<file path="src/hdl/dldc_pkg.sv">
`timescale 1ns / 1ps
// ----------------------------------------------------------------------------
// dldc_pkg: shared types and constants of the dual led dimmer controller
// Command codes, configuration indexes, reset values and the payload structs.
// ----------------------------------------------------------------------------
package dldc_pkg;

  localparam int LEVEL_W   = 8;
  localparam int OPCODE_W  = 4;
  localparam int STEP_W    = 8;
  localparam int TICKS_W   = 16;
  localparam int CFG_IDX_W = 1;
  localparam int CFG_DATA_W = 16;

  typedef logic [LEVEL_W-1:0]  level_t;
  typedef logic [OPCODE_W-1:0] opcode_t;
  typedef logic [STEP_W-1:0]   step_t;
  typedef logic [TICKS_W-1:0]  ticks_t;
  typedef logic [CFG_IDX_W-1:0] cfg_idx_t;
  typedef logic [CFG_DATA_W-1:0] cfg_data_t;

  localparam level_t LEVEL_MAX = 8'd255;
  localparam ticks_t TICKS_MAX = 16'hFFFF;

  localparam opcode_t OP_INC      = 4'd0;
  localparam opcode_t OP_DEC      = 4'd1;
  localparam opcode_t OP_ON       = 4'd2;
  localparam opcode_t OP_OFF      = 4'd3;
  localparam opcode_t OP_TOGGLE   = 4'd4;
  localparam opcode_t OP_INC2     = 4'd5;
  localparam opcode_t OP_DEC2     = 4'd6;
  localparam opcode_t OP_SYNC2    = 4'd7;
  localparam opcode_t OP_SET      = 4'd8;
  localparam opcode_t OP_SET2     = 4'd9;
  localparam opcode_t OP_OVR_ON   = 4'd10;
  localparam opcode_t OP_OVR_OFF  = 4'd11;
  localparam opcode_t OP_ACTIVITY = 4'd12;
  localparam opcode_t OP_TICK     = 4'd13;

  localparam cfg_idx_t CFG_STEP_SIZE    = 1'd0;
  localparam cfg_idx_t CFG_IDLE_TIMEOUT = 1'd1;

  localparam step_t  STEP_SIZE_RST    = 8'd16;
  localparam ticks_t IDLE_TIMEOUT_RST = 16'd60000;

  typedef struct packed {
    opcode_t opcode;
    level_t  level;
  } cmd_t;

  typedef struct packed {
    level_t main_duty;
    level_t second_duty;
    logic   is_enabled;
    logic   in_override;
  } res_t;

endpackage

</file>
<file path="src/hdl/dldc_if.sv">
`timescale 1ns / 1ps
// ----------------------------------------------------------------------------
// dldc_if: request channels of the dimmer controller
// Command channel and result channel, each with valid/ready handshake.
// ----------------------------------------------------------------------------
interface dldc_cmd_if;
  logic              valid;
  logic              ready;
  dldc_pkg::opcode_t opcode;
  dldc_pkg::level_t  level;

  modport source (output valid, output opcode, output level, input ready);
  modport sink   (input valid, input opcode, input level, output ready);
endinterface

interface dldc_res_if;
  logic             valid;
  logic             ready;
  dldc_pkg::level_t main_duty;
  dldc_pkg::level_t second_duty;
  logic             is_enabled;
  logic             in_override;

  modport source (output valid, output main_duty, output second_duty,
                  output is_enabled, output in_override, input ready);
  modport sink   (input valid, input main_duty, input second_duty,
                  input is_enabled, input in_override, output ready);
endinterface

</file>
<file path="src/hdl/dual_led_dimmer_controller.sv">
`timescale 1ns / 1ps
// ----------------------------------------------------------------------------
// dual_led_dimmer_controller: two-channel led brightness controller
// Command-driven dimmer with enable, override and idle timeout.
// ----------------------------------------------------------------------------
// usage:
//   cmd carries one command request (opcode, level). every accepted request
//   produces exactly one result request on res with both duties and flags,
//   taken after the command is applied.
//   a command accepted at an edge shows its result on res right after
//   that edge. throughput is one command per cycle while res is taken; the
//   state update and result are a single pass between the state registers
//   and the result register.
//   cmd.ready stays high while the result register is empty or being taken
//   in the same cycle, so a stalled receiver holds one result and stops
//   new commands until it takes it.
//   cfg_we writes step_size (index 0) or idle_timeout (index 1) from
//   cfg_data; write only while no request is in flight.
//   reset (rst, synchronous) gives levels 0, enabled, no override, idle
//   count 0, step_size 16, idle_timeout 60000 and an empty result register.
// ----------------------------------------------------------------------------
module dual_led_dimmer_controller (
  input  logic                clk,
  input  logic                rst,
  input  logic                cfg_we,
  input  dldc_pkg::cfg_idx_t  cfg_index,
  input  dldc_pkg::cfg_data_t cfg_data,
  dldc_cmd_if.sink            cmd,
  dldc_res_if.source          res
);

  dldc_pkg::step_t  step_size;
  dldc_pkg::ticks_t idle_timeout;
  dldc_pkg::cmd_t   cmd_word;
  dldc_pkg::res_t   res_next;
  dldc_pkg::res_t   res_q;
  logic             out_valid;
  logic             accept;

  assign cmd.ready = !out_valid || res.ready;
  assign accept    = cmd.valid && cmd.ready;

  assign cmd_word.opcode = cmd.opcode;
  assign cmd_word.level  = cmd.level;

  always_ff @(posedge clk) begin
    if (rst) begin
      step_size    <= dldc_pkg::STEP_SIZE_RST;
      idle_timeout <= dldc_pkg::IDLE_TIMEOUT_RST;
    end else if (cfg_we) begin
      case (cfg_index)
        dldc_pkg::CFG_STEP_SIZE:    step_size    <= cfg_data[dldc_pkg::STEP_W-1:0];
        dldc_pkg::CFG_IDLE_TIMEOUT: idle_timeout <= cfg_data[dldc_pkg::TICKS_W-1:0];
        default: begin
        end
      endcase
    end
  end

  dldc_core u_core (
    .clk          (clk),
    .rst          (rst),
    .accept       (accept),
    .cmd          (cmd_word),
    .step_size    (step_size),
    .idle_timeout (idle_timeout),
    .res_next     (res_next)
  );

  always_ff @(posedge clk) begin
    if (rst) begin
      out_valid <= 1'b0;
    end else if (accept) begin
      out_valid <= 1'b1;
    end else if (res.ready) begin
      out_valid <= 1'b0;
    end
  end

  always_ff @(posedge clk) begin
    if (accept) begin
      res_q <= res_next;
    end
  end

  assign res.valid       = out_valid;
  assign res.main_duty   = res_q.main_duty;
  assign res.second_duty = res_q.second_duty;
  assign res.is_enabled  = res_q.is_enabled;
  assign res.in_override = res_q.in_override;

endmodule

</file>
<file path="src/hdl/dldc_core.sv">
`timescale 1ns / 1ps
// ----------------------------------------------------------------------------
// dldc_core: dimmer state and command decode
// Holds levels, saved copies, enable/override flags and the idle counter,
// applies one command per accepted request and forms the next result.
// ----------------------------------------------------------------------------
module dldc_core (
  input  logic             clk,
  input  logic             rst,
  input  logic             accept,
  input  dldc_pkg::cmd_t   cmd,
  input  dldc_pkg::step_t  step_size,
  input  dldc_pkg::ticks_t idle_timeout,
  output dldc_pkg::res_t   res_next
);

  dldc_pkg::level_t main_level, main_level_next;
  dldc_pkg::level_t second_level, second_level_next;
  dldc_pkg::level_t saved_main, saved_main_next;
  dldc_pkg::level_t saved_second, saved_second_next;
  logic             enabled_flag, enabled_flag_next;
  logic             override_flag, override_flag_next;
  logic             saved_enable, saved_enable_next;
  dldc_pkg::ticks_t idle_ticks, idle_ticks_next;

  logic [dldc_pkg::LEVEL_W:0] main_up_sum, second_up_sum;
  dldc_pkg::level_t main_up, main_down, second_up, second_down;
  logic awake;

  // saturating steps
  always_comb begin
    main_up_sum   = {1'b0, main_level} + {1'b0, step_size};
    second_up_sum = {1'b0, second_level} + {1'b0, step_size};
    main_up   = main_up_sum[dldc_pkg::LEVEL_W] ? dldc_pkg::LEVEL_MAX
                                               : main_up_sum[dldc_pkg::LEVEL_W-1:0];
    second_up = second_up_sum[dldc_pkg::LEVEL_W] ? dldc_pkg::LEVEL_MAX
                                                 : second_up_sum[dldc_pkg::LEVEL_W-1:0];
    main_down   = (main_level > step_size) ? main_level - step_size : '0;
    second_down = (second_level > step_size) ? second_level - step_size : '0;
  end

  always_comb begin
    main_level_next    = main_level;
    second_level_next  = second_level;
    saved_main_next    = saved_main;
    saved_second_next  = saved_second;
    enabled_flag_next  = enabled_flag;
    override_flag_next = override_flag;
    saved_enable_next  = saved_enable;
    idle_ticks_next    = idle_ticks;
    case (cmd.opcode)
      dldc_pkg::OP_INC: begin
        if (enabled_flag) main_level_next = main_up;
      end
      dldc_pkg::OP_DEC: begin
        if (enabled_flag) main_level_next = main_down;
      end
      dldc_pkg::OP_INC2: begin
        if (enabled_flag) second_level_next = second_up;
      end
      dldc_pkg::OP_DEC2: begin
        if (enabled_flag) second_level_next = second_down;
      end
      dldc_pkg::OP_SYNC2: begin
        if (enabled_flag) second_level_next = main_level;
      end
      dldc_pkg::OP_SET: begin
        if (enabled_flag) main_level_next = cmd.level;
      end
      dldc_pkg::OP_SET2: begin
        if (enabled_flag) second_level_next = cmd.level;
      end
      dldc_pkg::OP_ON, dldc_pkg::OP_OFF, dldc_pkg::OP_TOGGLE: begin
        if (!enabled_flag && (cmd.opcode == dldc_pkg::OP_ON ||
                              cmd.opcode == dldc_pkg::OP_TOGGLE)) begin
          enabled_flag_next = 1'b1;
          main_level_next   = saved_main;
          second_level_next = saved_second;
        end else if (enabled_flag && (cmd.opcode == dldc_pkg::OP_OFF ||
                                      cmd.opcode == dldc_pkg::OP_TOGGLE)) begin
          enabled_flag_next = 1'b0;
          saved_main_next   = main_level;
          saved_second_next = second_level;
          main_level_next   = '0;
          second_level_next = '0;
        end
      end
      dldc_pkg::OP_OVR_ON: begin
        // entering override saves the current levels and enable, then drives both levels to the new level
        if (!override_flag) begin
          override_flag_next = 1'b1;
          saved_enable_next  = enabled_flag;
          saved_main_next    = main_level;
          saved_second_next  = second_level;
          enabled_flag_next  = 1'b1;
          main_level_next    = cmd.level;
          second_level_next  = cmd.level;
        end
      end
      dldc_pkg::OP_OVR_OFF: begin
        if (override_flag) begin
          override_flag_next = 1'b0;
          enabled_flag_next  = saved_enable;
          if (saved_enable) begin
            main_level_next   = saved_main;
            second_level_next = saved_second;
          end else if (enabled_flag) begin
            // going dark saves the override levels over the old ones
            saved_main_next   = main_level;
            saved_second_next = second_level;
            main_level_next   = '0;
            second_level_next = '0;
          end
        end
      end
      dldc_pkg::OP_ACTIVITY: begin
        idle_ticks_next = '0;
      end
      dldc_pkg::OP_TICK: begin
        if (idle_ticks != dldc_pkg::TICKS_MAX) idle_ticks_next = idle_ticks + 1'b1;
      end
      default: begin
      end
    endcase
  end

  always_comb begin
    awake = idle_ticks_next < idle_timeout;
    res_next.main_duty   = awake ? main_level_next : '0;
    res_next.second_duty = awake ? second_level_next : '0;
    res_next.is_enabled  = enabled_flag_next;
    res_next.in_override = override_flag_next;
  end

  always_ff @(posedge clk) begin
    if (rst) begin
      main_level    <= '0;
      second_level  <= '0;
      saved_main    <= '0;
      saved_second  <= '0;
      enabled_flag  <= 1'b1;
      override_flag <= 1'b0;
      saved_enable  <= 1'b0;
      idle_ticks    <= '0;
    end else if (accept) begin
      main_level    <= main_level_next;
      second_level  <= second_level_next;
      saved_main    <= saved_main_next;
      saved_second  <= saved_second_next;
      enabled_flag  <= enabled_flag_next;
      override_flag <= override_flag_next;
      saved_enable  <= saved_enable_next;
      idle_ticks    <= idle_ticks_next;
    end
  end

`ifndef SYNTHESIS
  a_dark_when_disabled: assert property (@(posedge clk) disable iff (rst)
    !enabled_flag |-> (main_level == '0 && second_level == '0))
    else $error("levels nonzero while disabled");

  a_tick_counts: assert property (@(posedge clk) disable iff (rst)
    accept && cmd.opcode == dldc_pkg::OP_TICK |=> idle_ticks != '0)
    else $error("tick left idle counter at zero");

  a_activity_clears: assert property (@(posedge clk) disable iff (rst)
    accept && cmd.opcode == dldc_pkg::OP_ACTIVITY |=> idle_ticks == '0)
    else $error("activity did not clear idle counter");

  a_override_enters_on: assert property (@(posedge clk) disable iff (rst)
    accept && cmd.opcode == dldc_pkg::OP_OVR_ON && !override_flag
    |=> override_flag && enabled_flag && main_level == $past(cmd.level))
    else $error("override entry did not take effect");
`endif

endmodule

</file>
<file path="src/flat_wrapper.sv">
// flat-port wrapper written by rule: the top's interface ports become plain ports
module dual_led_dimmer_controller_flat 
  (clk, rst, cfg_we, cfg_index, cfg_data, cmd_valid, cmd_opcode, cmd_level, cmd_ready, res_valid, res_main_duty, res_second_duty, res_is_enabled, res_in_override, res_ready);
  dldc_cmd_if cmd_i ();
  dldc_res_if res_i ();
  input  logic clk;
  input  logic rst;
  input  logic cfg_we;
  input  dldc_pkg::cfg_idx_t cfg_index;
  input  dldc_pkg::cfg_data_t cfg_data;
  input wire logic [$bits(cmd_i.valid)-1:0] cmd_valid;
  input wire logic [$bits(cmd_i.opcode)-1:0] cmd_opcode;
  input wire logic [$bits(cmd_i.level)-1:0] cmd_level;
  output wire logic [$bits(cmd_i.ready)-1:0] cmd_ready;
  output wire logic [$bits(res_i.valid)-1:0] res_valid;
  output wire logic [$bits(res_i.main_duty)-1:0] res_main_duty;
  output wire logic [$bits(res_i.second_duty)-1:0] res_second_duty;
  output wire logic [$bits(res_i.is_enabled)-1:0] res_is_enabled;
  output wire logic [$bits(res_i.in_override)-1:0] res_in_override;
  input wire logic [$bits(res_i.ready)-1:0] res_ready;
  assign cmd_i.valid = cmd_valid;
  assign cmd_i.opcode = cmd_opcode;
  assign cmd_i.level = cmd_level;
  assign cmd_ready = cmd_i.ready;
  assign res_valid = res_i.valid;
  assign res_main_duty = res_i.main_duty;
  assign res_second_duty = res_i.second_duty;
  assign res_is_enabled = res_i.is_enabled;
  assign res_in_override = res_i.in_override;
  assign res_i.ready = res_ready;
  dual_led_dimmer_controller u_core (.clk(clk), .rst(rst), .cfg_we(cfg_we), .cfg_index(cfg_index), .cfg_data(cfg_data), .cmd(cmd_i), .res(res_i));
endmodule
</file>
<file path="config.mk">
export PLATFORM = sky130hd
export DESIGN_NAME = dual_led_dimmer_controller_flat
export DESIGN_NICKNAME = d
export VERILOG_FILES = /design/src/hdl/dldc_pkg.sv /design/src/hdl/dldc_if.sv /design/src/hdl/dual_led_dimmer_controller.sv /design/src/hdl/dldc_core.sv /design/src/flat_wrapper.sv
export SDC_FILE = /design/constraint.sdc
export NUM_CORES = 1
export LEC_CHECK = 0
export ABC_AREA = 1
export BUFFER_PORTS_ARGS = -buffer_cell sky130_fd_sc_hd__buf_4
export CORE_MARGIN = 2
export CORE_UTILIZATION = 45
export CTS_CLUSTER_SIZE = 40
export DETAILED_ROUTE_END_ITERATION = 8
export HOLD_SLACK_MARGIN = 0.15
export SYNTH_ARGS = -nofsm -noshare
export SYNTH_HDL_FRONTEND = slang
export SYNTH_HIERARCHICAL = 1
export SYNTH_SLANG_ARGS = --single-unit
</file>
<file path="constraint.sdc">
create_clock -name clk -period 7.84 [get_ports clk]
set_clock_uncertainty 0.2 [all_clocks]
set_input_delay 0 -clock clk [delete_from_list [all_inputs] [get_ports clk]]
set_output_delay 0 -clock clk [all_outputs]
set_load 0.02 [all_outputs]
</file>
==> results of run 1 <==
-- layout make-up --
cell class / count / share of cell area (%)
Clock inverter: 7 / 0.9253
Tap cell: 220 / 3.181
Inverter: 179 / 7.763
Multi-Input combinational cell: 853 / 51.99
Clock buffer: 9 / 2.602
Timing Repair Buffer: 98 / 9.715
Sequential cell: 94 / 23.83
-- routing by layer --
metal / wire (microns) / track usage (%)
met5: 0 / 0
met4: 1123 / 12.25
met3: 1277 / 3.831
met2: 11000 / 45.02
met1: 10280 / 34.46
-- placed cells by master, fill, tap and decap left out, types with 5 or more instances in the layout --
master	n
inv_1	170
o21ai_0	120
dlygate4sd3_1	42
dfxtp_1	76
nand3_1	80
inv_2	7
ha_1	48
o22ai_1	17
a21oi_1	107
clkbuf_16	9
nor2_1	162
xor2_1	12
buf_4	56
nand2_1	195
a211oi_1	5
nor3_1	22
nand4_1	18
nor2_2	17
edfxtp_1	18
-- synthesized netlist by cell type (2+ instances only) --
| library cell | number | share of area [%] |
|---|---|---|
| clkinv_1 | 2 | 0.10 |
| o211ai_1 | 4 | 0.40 |
| buf_4 | 4 | 0.40 |
| nand2_2 | 2 | 0.17 |
| clkbuf_1 | 19 | 0.96 |
| a211oi_1 | 5 | 0.50 |
| buf_2 | 16 | 1.1 |
| edfxtp_1 | 18 | 7.3 |
| nand4_1 | 18 | 1.5 |
| o21ai_1 | 3 | 0.20 |
| clkbuf_2 | 2 | 0.13 |
| nand2_1 | 195 | 9.8 |
| nor2_1 | 162 | 8.2 |
| nor3_1 | 22 | 1.5 |
| nor2_2 | 17 | 1.4 |
| buf_6 | 2 | 0.30 |
| inv_2 | 7 | 0.35 |
| or2_2 | 3 | 0.25 |
| xor2_1 | 12 | 1.4 |
| a31oi_1 | 3 | 0.25 |
| o21ai_0 | 120 | 8.1 |
| a21oi_1 | 108 | 7.3 |
| nand3b_1 | 2 | 0.20 |
| dfxtp_1 | 76 | 20 |
| o22ai_1 | 17 | 1.4 |
| o31ai_1 | 4 | 0.40 |
| xnor2_1 | 3 | 0.35 |
| and3_1 | 2 | 0.17 |
| o21bai_1 | 3 | 0.30 |
| a21o_1 | 2 | 0.20 |
| fa_1 | 4 | 1.1 |
| a221oi_1 | 2 | 0.24 |
| inv_1 | 170 | 8.6 |
| ha_1 | 48 | 8.1 |
| nand3_1 | 80 | 5.4 |
| nand2_4 | 2 | 0.30 |
-- kinds of logic (layout without fill, tap and decap cells) --
logic type               Yosys count  in the layout  share of synthesized area [%]
AND/OR/NAND/NOR                  508            508                          29.33
adder cells (fa/ha/maj)           52             52                          9.149
XOR/XNOR                          15             15                          1.766
AO/OA/AOI/OAI                    278            278                          20.08
flip-flops                        94             94                          27.72
buffers and inverters            223            293                          11.96
-- final timing paths --
check / from / end / slack [ns] / depth (start not counted)
max reg2reg: u_core/u_core/idle_ticks[0] / u_core/res.main_duty[3] / 4.12 / 19
max: cmd_opcode[1] / u_core/res.main_duty[3] / 3.88 / 19
min: res_ready / cmd_ready / 0.16 / 4
min reg2reg: u_core/u_core/saved_second[7] / u_core/u_core/saved_second[7] / 0.27 / 2
-- registers in the layout (all words and copies together) (netlist names) --
signal / flops
u_core/idle_timeout: 16
u_core/u_core/idle_ticks: 16
u_core/res.main_duty: 8
u_core/res.second_duty: 8
u_core/step_size: 8
u_core/u_core/main_level: 8
u_core/u_core/saved_main: 8
u_core/u_core/saved_second: 8
u_core/u_core/second_level: 8
u_core/res.in_override: 1
u_core/res.is_enabled: 1
u_core/res.valid: 1
u_core/u_core/enabled_flag: 1
u_core/u_core/override_flag: 1
u_core/u_core/saved_enable: 1
-- report_power, final --
part / switching, mW / internal [mW] / leakage (nW)
sequential: 0.0439 / 0.535 / 0.806
clock: 0.228 / 0.227 / 0.145
combinational: 0.278 / 0.157 / 3.16
-- worst register-to-register path, delay by kind of cell (launching register included) --
kind / cells / cell delay (ns)
and+or+nand+nor: 13 / 1.91
AOI/OAI and AO/OA: 2 / 0.44
adders and majority gates: 2 / 0.46
DFF: 1 / 0.36
buffers and inverters: 2 / 0.21
-- timing repair --
| action | 4_1_cts | 5_1_grt |
|---|---|---|
| buffers inserted | 0 | 0 |
| hold buffers | 42 | 0 |
| hold endpoints to repair | 42 | 0 |
==> flow_summary_export.csv, run 1 <==
group,metric,value,unit
sta,finalSetupViolations,0,
sta,tightest_slew,1.148,ns
sta,slew_viol_final,0,
cts,post_cts_resized,0,
outcome,status,"finished, final reports clean",
pwr,leakagePower,4.106,nW
critical_path,critPathMostFrequentCell,"nor2_1",
drt,routed_wl,23.68,mm
logic_synthesis,synth_edf_count,18,
pwr,power_density,169.6,nW/um^2
cts,insertion_delay,0.35,ns
drt,viasPerCell,5.384,
finish,antenna_cells,0,
critical_path,crit_buf_inv,6,
die,core,16350,sq um
global_route,grt_use_total,26.93,%
critical_path,cp_data_required_time,7.84,ns
cts,cts_buffers,9,
finish,utilization,52.94,%
critical_path,slowest_stage,"dlygate4sd3_1",
place,placed_cell_area,7929,sq um
place,dp_hpwl,17.09,mm
sta,holdWs,0.1607,ns
flow_run,cap_viol_max_count,0,
die,die_x,132.6,microns
cts,htree_levels,3,
logic_synthesis,syn_area,7440,sq um
sta,timing.fmax,252.7,MHz
drt,firstDrtPassIters,5,
drt,final_antenna_net_count,0,
critical_path,crit_path_end_kind,"flop",
critical_path,path_class,"input pin to flop",
drt,wl_per_cell,16.22,microns
logic_synthesis,synth_cell_types,47,
logic_synthesis,synth_nets,1256,
cts,cts.sinks,94,
die,start_util,45.51,%
critical_path,crit_family,"simple AND/OR/NAND/NOR gates",
drt,drc,0,
drt,vias,7861,
global_route,grt_pass1_wl,37.72,mm
finish,area_growth,16.33,%
global_route,grt_overflow,0,
critical_path,crit_path_start_kind,"input pin",
place,place_worst_setup_slack,4.157,ns
cts,clk_path_buf_depth,2,
critical_path,cp_slowest_stage_delay,0.58,ns
logic_synthesis,ys_seq_area_share,27.72,%
die,ioPinCount,54,
hold_path,hold_path_class,"input pin to primary output",
drt,drt_iter0_drc,681,
finish,multi_input_area,4499,sq um
sta,finalCriticalPeriod,3.957,ns
sta,hold_viol_final,0,
die,chipHeight,132.6,microns
finish,nets,1321,
logic_synthesis,synthCells,1170,
pwr,ir_drop,0.1152,mV
logic_synthesis,synth_flop_cell,"dfxtp_1",
finish,ff_latch_area,2062,sq um
cts,clk_pin_slew,0.07,ns
place,dp.cells,1402,
logic_synthesis,async_reset_ff_share,0,%
sta,timing.slew.headroom,23.38,%
logic_synthesis,yosys_warnings,6,
sta,rsz0062_at_grt,"no",
die,die_area,17580,sq um
pwr,power,1.468,mW
critical_path,crit_path_max_fanout,16,
die,std_cell_rows,47,
finish,stdcell_area,8655,sq um
place,portBuffers,53,
sta,setup_tns,0,ns
place,place.gp.congestion,0.9516,
global_route,antenna_found_initial,0,
cts,root_buffer,"clkbuf_16",
logic_synthesis,ys_ff_latch,94,
global_route,grt_max_degree,66,
finish,n_fill_cell,1719,
finish,drive_above_1_share,8.790,%
sta,fin_crit_sh,50.47,%
global_route,grt_pass1_vias,7248,
critical_path,crit_chain,"dlygate4sd3_1, buf_4, nor2_1, dlygate4sd3_1, inv_1, nor2_2, inv_2, nor2_1, nand3_1, nor2_1, nor2_1, nand3b_1, inv_1, ha_1, nand4_1, a31oi_1, a2111oi_0, nand2_2, nor2_1",
critical_path,cp.arrival,3.96,ns
sta,setup_slack,3.883,ns
finish,layoutNonFillerInstCount,1460,
logic_synthesis,synth_area_per_cell,6.359,sq um
cts,cts_tree,"done",
(Power assumes the default switching activity.)
==> run 2, diff against run 1 <==
Clock period 7.84 ns to 3.9 ns, I/O delays scaled along.
==> run 2 against run 1 <==
Die area unchanged. Cell count up 0.75%. Worst hold slack worse by 0.0066 ns. Global-route usage down 0.12 points. Power up 100%. Sequential power up 100%. Non-clock buffer count up 11. Via count up 0.60%. Critical endpoint unchanged.
==> flow_summary_export.csv, run 2 (synthesized netlist as in run 1, its figures left out) <==
group,metric,value,unit
drt,final_antenna_net_count,0,
global_route,antenna_found_initial,0,
global_route,grt_max_degree,65,
drt,met3_wirelength,1.260,mm
critical_path,crit_path_end_kind,"flop",
place,portBuffers,53,
cts,cts.sinks,94,
cts,cts_tree,"done",
finish,drive_above_1_share,9.193,%
cts,insertion_delay,0.36,ns
critical_path,crit_path_start_kind,"flop",
finish,nets,1332,
die,die_x,132.6,microns
sta,fin_crit_sh,89.26,%
die,std_cell_rows,47,
die,die_area,17580,sq um
hold_path,worstHoldStart,"res_ready",
drt,wl_per_cell,16.11,microns
critical_path,r2r_end,"u_core/res.main_duty[3]",
cts,htree_levels,3,
drt,drt_iter0_drc,601,
sta,holdWs,0.1541,ns
finish,most-common-layout-cells,"nand2_1 (195), inv_1 (170), nor2_1 (162)",
outcome,status,"finished, final reports clean",
drt,met1_length,10.03,mm
die,start_util,45.51,%
drt,vias,7908,
die,core,16350,sq um
die,ioPinCount,54,
sta,setup_tns,0,ns
flow_run,cap_viol_max_count,0,
cts,clk_pin_slew,0.07,ns
critical_path,cp_data_required_time,3.91,ns
die,chipHeight,132.6,microns
place,dp_hpwl,17.35,mm
drt,route.met2.wl,11.15,mm
finish,antenna_cells,0,
sta,slew_viol_final,0,
hold_path,worstHoldPathCells,4,
critical_path,r2r_cells,20,
place,place.gp.congestion,0.9489,
cts,root_buffer,"clkbuf_16",
finish,area_growth,17.54,%
hold_path,hold_path_class,"input pin to primary output",
critical_path,crit_path_max_fanout,16,
sta,timing.fmax,287.3,MHz
drt,drc,0,
hold_path,hold_end,"cmd_ready",
cts,clk_path_buf_depth,2,
cts,cts_buffers,9,
critical_path,r2r_slack,0.42,ns
critical_path,r2r-start,"u_core/u_core/idle_ticks[0]",
drt,routed_wl,23.71,mm
drt,firstDrtPassIters,5,
sta,hold_viol_final,0,
global_route,grt_use_total,26.81,%
drt,viasPerCell,5.376,
finish,utilization,53.49,%
sta,finalSetupViolations,0,
global_route,grt_overflow,0,
sta,timing.slew.headroom,18.68,%
pwr,power_density,341.8,nW/um^2
sta,tightest_slew,1.218,ns
critical_path,path_class,"flop to flop",
pwr,ir_drop,0.2648,mV
critical_path,cp.arrival,3.50,ns
global_route,grt_pass1_wl,37.28,mm
drt,top_layer_used,"met4",
finish,top_regs,"u_core/idle_timeout x16, u_core/u_core/idle_ticks x16",
global_route,grt_pass1_vias,7169,
sta,rsz0062_at_grt,"no",
pwr,leakagePower,4.165,nW
finish,final_common_cell,"nand2_1",
sta,finalCriticalPeriod,3.481,ns
==> run 2: cell count changes in the layout (fill, tap and decap cells not counted) <==
cell / before / now
buf_4: 56 / 66
clkbuf_1: 0 / 3
bufinv_16: 0 / 2
clkinv_8: 2 / 0
inv_8: 2 / 0
a2111oi_0: 1 / 0
a2111oi_1: 0 / 1
clkinv_1: 2 / 3
clkinv_4: 2 / 1
clkinvlp_4: 1 / 0
dlygate4sd3_1: 42 / 43
==> run 2: power by group <==
part	total, mW	leakage [nW]	switching, mW	internal, mW
combinational	0.896	3.21	0.571	0.325
sequential	1.16	0.806	0.0786	1.08
clock	0.938	0.148	0.376	0.562
==> run 2: layout make-up <==
cell class	instances	area (sq um)
Clock buffer	12	236.5
Clock inverter	4	72.57
Timing Repair Buffer	109	925.9
Tap cell	220	275.3
Inverter	179	671.9
Fill cell	1744	7604
Multi-Input combinational cell	853	4501
Sequential cell	94	2062
==> run 2: per-layer routing <==
| metal | vias up | track usage, % |
|---|---|---|
| met2 | 254 | 45.19 |
| met5 | - | 0 |
| met1 | 3590 | 33.30 |
| met3 | 59 | 3.793 |
| met4 | 0 | 14.04 |
| li1 | 4005 | - |
==> run 2: worst max-delay path, stage by stage (launching register included) <==
cell	delay [ns]
dfxtp_1	0.35
ha_1	0.23
nand2_1	0.08
nor2_2	0.06
nand2_2	0.09
nor2_4	0.05
nor2_2	0.21
inv_2	0.10
nor2_1	0.18
nand3_1	0.18
nor2_1	0.16
nor2_1	0.05
nand3b_1	0.18
inv_1	0.09
ha_1	0.22
nand4_1	0.11
a31oi_1	0.06
a2111oi_1	0.35
nand2_2	0.06
buf_4	0.22
nor2_1	0.12
==> run 2: worst max-delay path by stage <==
stage,start,end,slack [ns],cells past startpoint
CTS,u_core/u_core/idle_ticks[0],u_core/res.main_duty[3],0.17,19
finish,u_core/u_core/idle_ticks[0],u_core/res.main_duty[3],0.42,20
global route,u_core/u_core/idle_ticks[0],u_core/res.main_duty[2],0.04,20
detailed placement,u_core/u_core/idle_ticks[0],u_core/res.main_duty[3],0.16,19
floorplan,u_core/u_core/idle_ticks[0],u_core/res.second_duty[4],0.73,20
global placement,u_core/u_core/idle_ticks[0],u_core/res.second_duty[7],0.29,19
==> run 2: metrics by stage <==
step                cell area, sq um  worst slack [ns]  instances  power, mW
floorplan                       7440            0.7320       1170      1.748
global placement                7996            0.2895       1411      2.022
detailed placement              7996            0.1633       1411      2.023
CTS                             8736            0.1679       1470      3.003
global route                    8745           0.03776       1471      3.151
finish                          8745            0.4189       1471      2.989
==> run 2: repair_timing <==
action | in CTS | in global routing
endpoints found under the setup margin | 0 | 16
gates resized for setup | 0 | 1
hold buffers | 43 | 0
buffers inserted | 0 | 1
endpoints found under the hold margin | 42 | 0
==> run 3, diff against run 2 <==
Clock period 3.9 ns to 3.2 ns, I/O delays scaled along.
==> run 3 against run 2 <==
The run now ends with setup timing left. Register-to-register slack worse by 0.44 ns. Critical path depth rose by 2. Worst hold slack improved by 0.0094 ns. Via count rose by 3.5%. Clock power increased by 9%. Worst setup slack got worse by 0.44 ns. Cell count increased by 3.1%. Sequential power grew 20%. Global-route usage is 1.2 points higher. Sequential share of layout area decreased by 1.2 points. Count of clock-buffer cells in the layout shrank 1. Non-clock buffer count increased by 46. Largest cell class unchanged.
==> flow_summary_export.csv, run 3 (synthesized netlist as in run 1, its figures left out) <==
group,metric,value,unit
outcome,status,"finished, violations left",
outcome,violations,"setup timing",
finish,multi_input_area,4643,sq um
global_route,grt_pass1_wl,38.95,mm
sta,timing.fmax,310.9,MHz
pwr,ir_drop,0.2873,mV
critical_path,path_class,"flop to flop",
finish,stdcell_area,9244,sq um
cts,cts.sinks,94,
drt,routed_wl,24.73,mm
cts,cts_buffers,9,
critical_path,crit_path_end_kind,"flop",
global_route,grt_pass1_vias,7517,
cts,root_buffer,"clkbuf_16",
finish,ff_latch_area,2067,sq um
sta,finalSetupViolations,4,
critical_path,cp_data_required_time,3.22,ns
critical_path,r2r-start,"u_core/u_core/idle_ticks[0]",
drt,wl_per_cell,16.30,microns
die,std_cell_rows,47,
sta,timing.slew.headroom,44.11,%
critical_path,crit_chain,"ha_4, nand2_4, nor2_4, nand2_4, nor2_4, nor2_4, nand2_2, nor2_1, nand3_1, nor2_1, or2_2, nand3_2, inv_1, ha_4, nand2_1, nor2_1, a211oi_1, nand2_1, nand2_2, nand2_4, clkbuf_16, nor2_2",
die,chipHeight,132.6,microns
drt,drc,0,
sta,fin_crit_sh,100.5,%
cts,insertion_delay,0.36,ns
critical_path,crit_path_max_fanout,8,
cts,clk_pin_slew,0.07,ns
sta,rsz0062_at_grt,"yes",
critical_path,cp_slowest_stage_delay,0.34,ns
finish,drive_above_1_share,14.19,%
hold_path,worstHoldStart,"res_ready",
die,die_x,132.6,microns
die,ioPinCount,54,
place,dp_hpwl,18.33,mm
critical_path,crit_path_start_kind,"flop",
pwr,power_density,391.6,nW/um^2
die,core,16350,sq um
critical_path,crit_buf_inv,2,
sta,setup_slack,-0.01654,ns
cts,cts_tree,"done",
sta,hold_viol_final,0,
pwr,leakagePower,4.420,nW
drt,vias,8187,
drt,drt_iter0_drc,593,
place,portBuffers,53,
global_route,grt_max_degree,65,
critical_path,crit_start,"u_core/u_core/idle_ticks[0]",
critical_path,slowest_stage,"dfxtp_2",
finish,top_regs,"u_core/idle_timeout x16, u_core/u_core/idle_ticks x16",
finish,most-common-layout-cells,"nand2_1 (191), inv_1 (170), nor2_1 (153)",
global_route,grt_use_total,27.98,%
global_route,grt_overflow,0,
die,start_util,45.51,%
sta,holdWs,0.1635,ns
sta,finalCriticalPeriod,3.217,ns
finish,antenna_cells,0,
place,place.gp.congestion,0.9814,
finish,final_common_cell,"nand2_1",
finish,nets,1378,
finish,area_growth,24.25,%
cts,htree_levels,3,
sta,tightest_slew,0.8374,ns
drt,viasPerCell,5.397,
critical_path,crit_family,"simple AND/OR/NAND/NOR gates",
drt,final_antenna_net_count,0,
sta,slew_viol_final,0,
place,placed_cell_area,8317,sq um
critical_path,cp.arrival,3.23,ns
flow_run,cap_viol_max_count,0,
cts,clk_path_buf_depth,2,
finish,n_fill_cell,1657,
drt,firstDrtPassIters,8,
hold_path,hold_path_class,"input pin to primary output",
die,die_area,17580,sq um
global_route,antenna_found_initial,0,
run 3: worst reg2reg max path, stage by stage (launching register included):
cell       delay [ns]
dfxtp_2          0.34
ha_4             0.16
nand2_4          0.07
nor2_4           0.04
nand2_4          0.09
nor2_4           0.05
nor2_4           0.15
nand2_2          0.07
nor2_1           0.13
nand3_1          0.13
nor2_1           0.15
or2_2            0.14
nand3_2          0.07
inv_1            0.11
ha_4             0.21
nand2_1          0.08
nor2_1           0.06
a211oi_1         0.22
nand2_1          0.15
nand2_2          0.12
nand2_4          0.08
clkbuf_16        0.18
nor2_2           0.09
run 3: what timing repair did:
item,CTS,global route
gates resized for setup,5,34
hold buffers,47,0
setup buffers,0,1
pin swaps,0,8
gates cloned,0,1
setup endpoints to repair,16,18
hold endpoints to repair,44,0
run 3: layout make-up:
type | count | area share [%]
clock buffer | 11 | 2.626
tap | 220 | 2.978
timing repair buffer | 155 | 14.19
multi-input combinational | 853 | 50.23
inverter | 179 | 7.269
sequential | 94 | 22.36
clock inverter | 5 | 0.3519
run 3: worst paths after layout:
path                                  to  slack (ns)  depth (start not counted)
max            u_core/res.second_duty[7]       -0.02                         22
min                            cmd_ready        0.16                          4
max reg2reg    u_core/res.second_duty[7]       -0.02                         22
min reg2reg  u_core/u_core/saved_main[7]        0.27                          2
run 3: power by group:
| part | internal (mW) | switching, mW | total, mW | leakage (nW) |
|---|---|---|---|---|
| logic | 0.460 | 0.749 | 1.21 | 3.48 |
| clock network | 0.547 | 0.473 | 1.02 | 0.130 |
| registers | 1.31 | 0.0763 | 1.39 | 0.807 |
run 3: through the flow:
step / power [mW] / utilization, % / setup TNS, ns / setup WS [ns] / cells
final: 3.620 / 56.54 / -0.03713 / -0.01654 / 1517
after global placement: 2.523 / 50.87 / -0.5909 / -0.04580 / 1452
after CTS: 3.604 / 55.53 / 0 / 0.01154 / 1515
after detailed placement: 2.528 / 50.87 / -1.777 / -0.1531 / 1452
after global routing: 3.827 / 56.54 / -2.114 / -0.1477 / 1517
after floorplan: 2.130 / - / 0 / 0.03199 / 1170
run 3: metal layers:
layer / routed length, microns / global-route usage (%)
met5: 0 / 0
met4: 1640 / 16.19
met3: 1471 / 3.870
met2: 11330 / 46.80
met1: 10290 / 34.48
